## config.mk

```make
export PLATFORM = sky130hd
export DESIGN_NAME = rta_ctrl
export DESIGN_NICKNAME = d
export VERILOG_FILES = /design/src/hdl/rta_pkg.sv /design/src/hdl/rta_ctrl.sv
export SDC_FILE = /design/constraint.sdc
export NUM_CORES = 1
export LEC_CHECK = 0
export BUFFER_PORTS_ARGS = -buffer_cell sky130_fd_sc_hd__buf_2
export CORE_AREA = 2 2 44 42
export DETAILED_ROUTE_END_ITERATION = 16
export DIE_AREA = 0 0 46 44
export PLACE_DENSITY = 0.83
export SLEW_MARGIN = 10
export SYNTH_ARGS = -nofsm -noshare
export SYNTH_HDL_FRONTEND = slang
export SYNTH_SLANG_ARGS = --single-unit
```

## constraint.sdc

```tcl
create_clock -name i_clk -period 3.4 [get_ports i_clk]
set_input_delay 0.17 -clock i_clk [delete_from_list [all_inputs] [get_ports i_clk]]
set_output_delay 0.17 -clock i_clk [all_outputs]
set_load 0.05 [all_outputs]
```

## src/hdl/rta_pkg.sv

```systemverilog
// shared types and constants for the route table with aging
package rta_pkg;

    localparam int ENTRIES     = 32;
    localparam int INTERFACES  = 16;
    localparam int SLOT_W      = $clog2(ENTRIES);
    localparam int CNT_W       = $clog2(ENTRIES + 1);
    localparam int ADDR_W      = 64;
    localparam int IF_W        = 4;
    localparam int TIME_W      = 32;
    localparam int RETRY_W     = 9;
    localparam int PI_W        = 16;
    localparam int MR_W        = 8;
    localparam int CFG_IDX_W   = 1;
    localparam int CFG_DATA_W  = 16;
    localparam logic [RETRY_W-1:0] RETRY_MAX = '1;

    typedef enum logic [1:0] {
        CMD_LEARN  = 2'd0,
        CMD_LOOKUP = 2'd1,
        CMD_TICK   = 2'd2,
        CMD_NONE   = 2'd3
    } t_cmd;

    typedef enum logic [2:0] {
        EV_LOOKUP    = 3'd0,
        EV_REFRESHED = 3'd1,
        EV_ADDED     = 3'd2,
        EV_MOVED     = 3'd3,
        EV_EXPIRED   = 3'd4,
        EV_PROBE     = 3'd5,
        EV_FULL      = 3'd6,
        EV_TICK_DONE = 3'd7
    } t_event;

    localparam logic [CFG_IDX_W-1:0] CFG_PROBE_INTERVAL = 1'd0;
    localparam logic [CFG_IDX_W-1:0] CFG_MAX_RETRIES    = 1'd1;

    // what the datapath shall do this cycle
    typedef struct packed {
        logic               load;      // capture the request
        logic               read;      // read slot at scan index
        logic               scan_clr;  // scan index to zero
        logic               scan_inc;
        logic               refresh;   // restamp matched slot, clear retries
        logic               remove;    // clear valid of matched slot
        logic               add;       // write free slot
        logic               tick_upd;  // apply tick outcome to scanned slot
        logic               emit;      // load output register
        t_event             ev;
        logic               use_match; // payload from matched slot
        logic               use_slot;  // payload from scanned slot
        logic               last;
    } t_cmd_bus;

    // what the datapath reports back
    typedef struct packed {
        t_cmd               cmd;
        logic               match;
        logic               same_if;
        logic               has_free;
        logic               scan_end;  // index at last slot
        logic               slot_valid;
        logic               slot_aged;
        logic               slot_expire;
        logic               out_busy;
    } t_status;

endpackage

```

## src/hdl/rta_ctrl.sv

```systemverilog
// controller state machine sequencing learn, lookup and tick scan
module rta_ctrl (
    input  logic              i_clk,
    input  logic              i_rst_n,
    input  logic              i_valid,
    output logic              o_stall,
    input  rta_pkg::t_status  i_sts,
    output rta_pkg::t_cmd_bus o_ctl
);
    import rta_pkg::*;

    typedef enum logic [6:0] {
        ST_IDLE  = 7'b0000001,
        ST_MATCH = 7'b0000010,
        ST_ADD   = 7'b0000100,
        ST_READ  = 7'b0001000,
        ST_EVAL  = 7'b0010000,
        ST_DONE  = 7'b0100000,
        ST_WAIT  = 7'b1000000
    } t_state;

    t_state r_st, n_st;

    assign o_stall = r_st != ST_IDLE;

    always_comb begin
        n_st  = r_st;
        o_ctl = '0;
        o_ctl.ev = EV_LOOKUP;
        unique case (r_st)
            ST_IDLE: begin
                if (i_valid) begin
                    o_ctl.load = 1'b1;
                    n_st = ST_MATCH;
                end
            end
            ST_MATCH: begin
                // match result registered, act on it
                if (!i_sts.out_busy) begin
                    priority case (i_sts.cmd)
                        CMD_LOOKUP: begin
                            o_ctl.emit = 1'b1;
                            o_ctl.ev = EV_LOOKUP;
                            o_ctl.use_match = i_sts.match;
                            o_ctl.last = 1'b1;
                            n_st = ST_IDLE;
                        end
                        CMD_LEARN: begin
                            if (i_sts.match && i_sts.same_if) begin
                                o_ctl.refresh = 1'b1;
                                o_ctl.emit = 1'b1;
                                o_ctl.ev = EV_REFRESHED;
                                o_ctl.last = 1'b1;
                                n_st = ST_IDLE;
                            end else if (i_sts.match) begin
                                o_ctl.remove = 1'b1;
                                o_ctl.emit = 1'b1;
                                o_ctl.ev = EV_MOVED;
                                o_ctl.use_match = 1'b1;
                                n_st = ST_WAIT;
                            end else begin
                                n_st = ST_ADD;
                            end
                        end
                        CMD_TICK: begin
                            o_ctl.scan_clr = 1'b1;
                            n_st = ST_READ;
                        end
                        default: n_st = ST_IDLE;
                    endcase
                end
            end
            ST_WAIT: begin
                // free slot search settles after removal
                n_st = ST_ADD;
            end
            ST_ADD: begin
                if (!i_sts.out_busy) begin
                    o_ctl.emit = 1'b1;
                    o_ctl.last = 1'b1;
                    o_ctl.add = i_sts.has_free;
                    o_ctl.ev = i_sts.has_free ? EV_ADDED : EV_FULL;
                    n_st = ST_IDLE;
                end
            end
            ST_READ: begin
                o_ctl.read = 1'b1;
                n_st = ST_EVAL;
            end
            ST_EVAL: begin
                if (!(i_sts.slot_valid && i_sts.slot_aged)) begin
                    o_ctl.scan_inc = 1'b1;
                    n_st = i_sts.scan_end ? ST_DONE : ST_READ;
                end else if (!i_sts.out_busy) begin
                    o_ctl.tick_upd = 1'b1;
                    o_ctl.emit = 1'b1;
                    o_ctl.use_slot = 1'b1;
                    o_ctl.ev = i_sts.slot_expire ? EV_EXPIRED : EV_PROBE;
                    o_ctl.scan_inc = 1'b1;
                    n_st = i_sts.scan_end ? ST_DONE : ST_READ;
                end
            end
            ST_DONE: begin
                if (!i_sts.out_busy) begin
                    o_ctl.emit = 1'b1;
                    o_ctl.ev = EV_TICK_DONE;
                    o_ctl.last = 1'b1;
                    n_st = ST_IDLE;
                end
            end
            default: n_st = ST_IDLE;
        endcase
    end

    always_ff @(posedge i_clk) begin
        if (!i_rst_n) begin
            r_st <= ST_IDLE;
        end else begin
            r_st <= n_st;
        end
    end

    a_onehot: assert property (@(posedge i_clk) disable iff (!i_rst_n)
        $onehot(r_st))
        else $error("state not one-hot");
    a_accept_only_idle: assert property (@(posedge i_clk) disable iff (!i_rst_n)
        o_ctl.load |-> r_st == ST_IDLE)
        else $error("request taken while busy");
    a_add_once: assert property (@(posedge i_clk) disable iff (!i_rst_n)
        o_ctl.add |=> r_st == ST_IDLE)
        else $error("add not final");

endmodule

```

Yosys cells after proc, flatten, opt, wreduce, memory -nomap -nowiden --
Index checks and enable logic that the tools add are counted.
Word-level totals: memory bits (read-only) 0, RAM bits 0, memories 0, bits in registers 7, input bits 13, latch bits 0, output and inout bits 16, logic and storage cells 66
Cells by class: reduce and logical (&&, ||, !) cells 5, mux-type cells 46, order comparisons 0, bitwise logic cells 0, shifts and indexed selects 0, equality and inequality tests 14, $add $sub $neg 0, multiply operators 0, divide/modulo/power cells 0
Operator list (number):
- $mux W7 | 7
- $pmux W7 S6 | 1
- $mux W1 | 21
- $mux W5 | 4
- $pmux W4 S4 | 1
- $pmux W7 S2 | 1
- $mux W4 | 3
- $pmux W5 S2 | 1
- $eq A7 B1 Y1 const B | 1
- $eq A7 B2 Y1 const B | 1
- $eq A7 B3 Y1 const B | 1
- $eq A7 B4 Y1 const B | 1
- $eq A7 B5 Y1 const B | 1
- $eq A7 B6 Y1 const B | 1
- $eq A7 B7 Y1 const B | 1
- $ne A7 B1 Y1 const B | 1
- $mux W2 | 3
- $mux W6 | 1
- $ne A2 B2 Y1 const B | 3
- $pmux W1 S2 | 2
- $reduce_and A4 Y1 | 1
- $mux W3 | 1
- $ne A3 B3 Y1 const B | 1
- $eq A2 B1 Y1 const B | 1
- other kinds (4) | 5

Longest topological paths before layout --
depth after elaboration 5, gate-level depth with buffers 6, mapped depth without buffers 4

Least setup slack after synthesis --
No wires, ideal clock.
kind reg-to-output, start register r_st[2], end output port o_ctl[12] (netlist name), data required time 3.230 ns, path slack 0.623 ns, arrival time 2.607 ns, stages on the path, launching flop included 5, cells stage by stage dfxtp_1 -> buf_6 -> or4_4 -> buf_6 -> nor4_1
RTL lines:
- from (decl) | RTL line rta_ctrl.sv:22 | t_state r_st, n_st;
- from (signal assigned) | RTL line rta_ctrl.sv:119 | r_st <= n_st;
- to (decl) | RTL line rta_ctrl.sv:8 | output rta_pkg::t_cmd_bus o_ctl

==> results.cfg <==
[setup_path]
reg2reg_from = r_st[1]$_SDFFE_PN0P_
arrival_ps = 2300
path_cells = nor4_1 -> nand3_1 -> or3_1 -> o211ai_1 -> buf_2
worstPathRequired_ps = 3230
endpoint_kind = output port
slowest_delay_ps = 540
crit_start = r_st[2]$_SDFFE_PN0P_
critPathMaxFanout = 9
crit_type = register to output port
critPathLaunchType = register
critical_path.slowest_cell = nor4_1

[power]
worst_ir_drop_vdd_mv = 0.193
total_power_mw = 0.243
p_leak_nw = 0.429
power_density_mw_per_mm2 = 275

[outcome]
status = complete, no violations

[sta]
setup_viol = 0
max_slew_margin = 0.638
finClkSkew_ps = 0.883
finalCritPeriodShare = 0.726
setup_tns_ps = 0
hold_viol = 0
setup_slack_ps = 932
fmax_ghz = 0.405
rsz0062_at_grt = no
final_max_slew_viol_count = 0
min_period_ps = 2470
worst_pin_slew_ps = 539

[detailed_routing]
routed-wl-met2_microns = 917
firstDrtPassIters = 4
first_iter_violations = 38
drt-met1-wl_microns = 770
post_drt_wl_per_cell_microns = 13.4
wl_microns = 1850
dr.max_layer_used = met4
post-route-drc-count = 0
num_vias = 861
vias_per_cell = 6.24
ant_nets = 0
wl_met3_microns = 140

[logic_synthesis]
ys_seq_area_frac = 0.189
ys.flop_type = dfxtp_1
synthArstFlopShare = 0
synth_area_per_cell_sq_um = 7.64
synth-edff-count = 0
yosys-top-cells-area = dfxtp_1 (19%), nor2_1 (4.6%), nand2b_1 (4.2%), nor4_1 (4.2%), nor3b_1 (4.1%)
yosys.area.top_type_share = 0.189
ys_warn_count = 0
synth.distinct_cells = 46
synth_top_cell_by_area = dfxtp_1
synth_commonest_cells = nor2_1 (9), dfxtp_1 (7), nand2_1 (7)
synth_fp_nets = 110
synth_most_common_cell = nor2_1
synth_area_sq_um = 741
ys_ff_latch = 7
syn_inst = 97

[placed_design]
hpwlAfterDp_microns = 1460
pre_cts_ws_ps = 1220
io_buffer_count = 28
place.gp.congestion = 0.860

[floorplanning]
coreArea_sq_mm = 0.00158
die_x_microns = 46
num_rows = 14
start_util = 0.470
ios = 29
die_area_sq_mm = 0.00202
die_y_microns = 44

[final_layout]
diodes = 0
top_regs = r_st (7)
areaGrowthSynthToFinish_pct = 19.1
largest_register_ffs = 7
drive_gt1_frac = 0.361
layout.nets = 136
utilization = 0.560
fillers = 152
regMostFlops = r_st

[clock_tree]
cts_made_buffers = 3
cts_setup_buffers = 0
cts_tree = done
clk_path_buf_depth = 2
h-tree-depth = 1
ctsHoldBuffers = 0
clkTransAtPathRegs_ps = 50
clk_latency_ps = 250
cts_resized = 0
clockRootBuffer = clkbuf_4
cts_sinks = 7

[global_routing]
grt_overflow_total = 0
first_global_vias = 717
grt_antenna_before_repair = 0
grt_first_pass_wirelength_microns = 2950
grt_max_degree = 15
grtUsageTotal = 0.194

[hold_path]
hold_path_class = input pin to register
min_from = i_sts[6]

[run]
drv_cap = 0
==> cells by family after synthesis <==
family / share of synthesized area
simple gates: 0.473
compound gates: 0.201
buf+inv: 0.0861
flops: 0.189
xor+xnor: 0.0237
mux: 0.0270
==> where the power goes <==
part,total [mW],switching (mW),internal [mW]
Sequential,0.0926,0.00748,0.0852
Combinational,0.0758,0.0463,0.0296
Clock,0.0741,0.0294,0.0447
==> final timing paths <==
check | endpoint | slack [ps] | depth (start not counted)
worst max-delay path | o_ctl[3] | 930 | 5
worst min-delay path | r_st[6]$_SDFFE_PN0P_ | 140 | 2
worst max register to register | r_st[0]$_SDFFE_PN1P_ | 1620 | 4
worst min register to register | r_st[2]$_SDFFE_PN0P_ | 580 | 2
==> cell type report <==
cell class,instances,area [sq um],area share
clock buffers,4,26.3,0.0298
inverters,5,18.8,0.0213
multi-input cells,78,537,0.609
flip-flops and latches,7,140,0.159
well taps,16,20.0,0.0227
repair buffers,28,140,0.159
==> per-layer routing <==
| layer | global-route usage | vias to the layer above |
|---|---|---|
| met3 | 0.0583 | 2 |
| met1 | 0.258 | 395 |
| li1 | - | 421 |
| met4 | 0.0571 | 0 |
| met5 | 0 | - |
| met2 | 0.297 | 43 |
==> placed cells by master (no fill, tap or decap), types with 2 or more instances in the layout <==
master      n
mux2i_1     2
dfxtp_1     7
or3b_2      2
nand3_1     2
clkbuf_4    3
nand2_1     7
nand2b_1    5
nor4_1      5
nor2_1      9
nor3b_1     4
o211ai_1    2
o211a_1     2
inv_1       5
a2111oi_0   2
or2_2       2
o21ai_0     4
buf_2      28
nor3_1      4
==> through the flow <==
| stage | cells | cell area, sq um | hold WS, ps |
|---|---|---|---|
| 3_5_place_dp | 134 | 856 | 404 |
| 6_report | 138 | 882 | 141 |
| 5_1_grt | 138 | 882 | 155 |
| 4_1_cts | 138 | 882 | 135 |
| 3_3_place_gp | 134 | 856 | 405 |
| 2_1_floorplan | 97 | 741 | 241 |
==> critical path: cells and delay by family (launching register included) <==
kind | cells | cell delay [ps]
AOI/OAI and AO/OA | 1 | 180
buffers and inverters | 1 | 290
DFF | 1 | 380
and+or+nand+nor | 3 | 1210
Note: power is estimated with default switching activity, not from simulation.
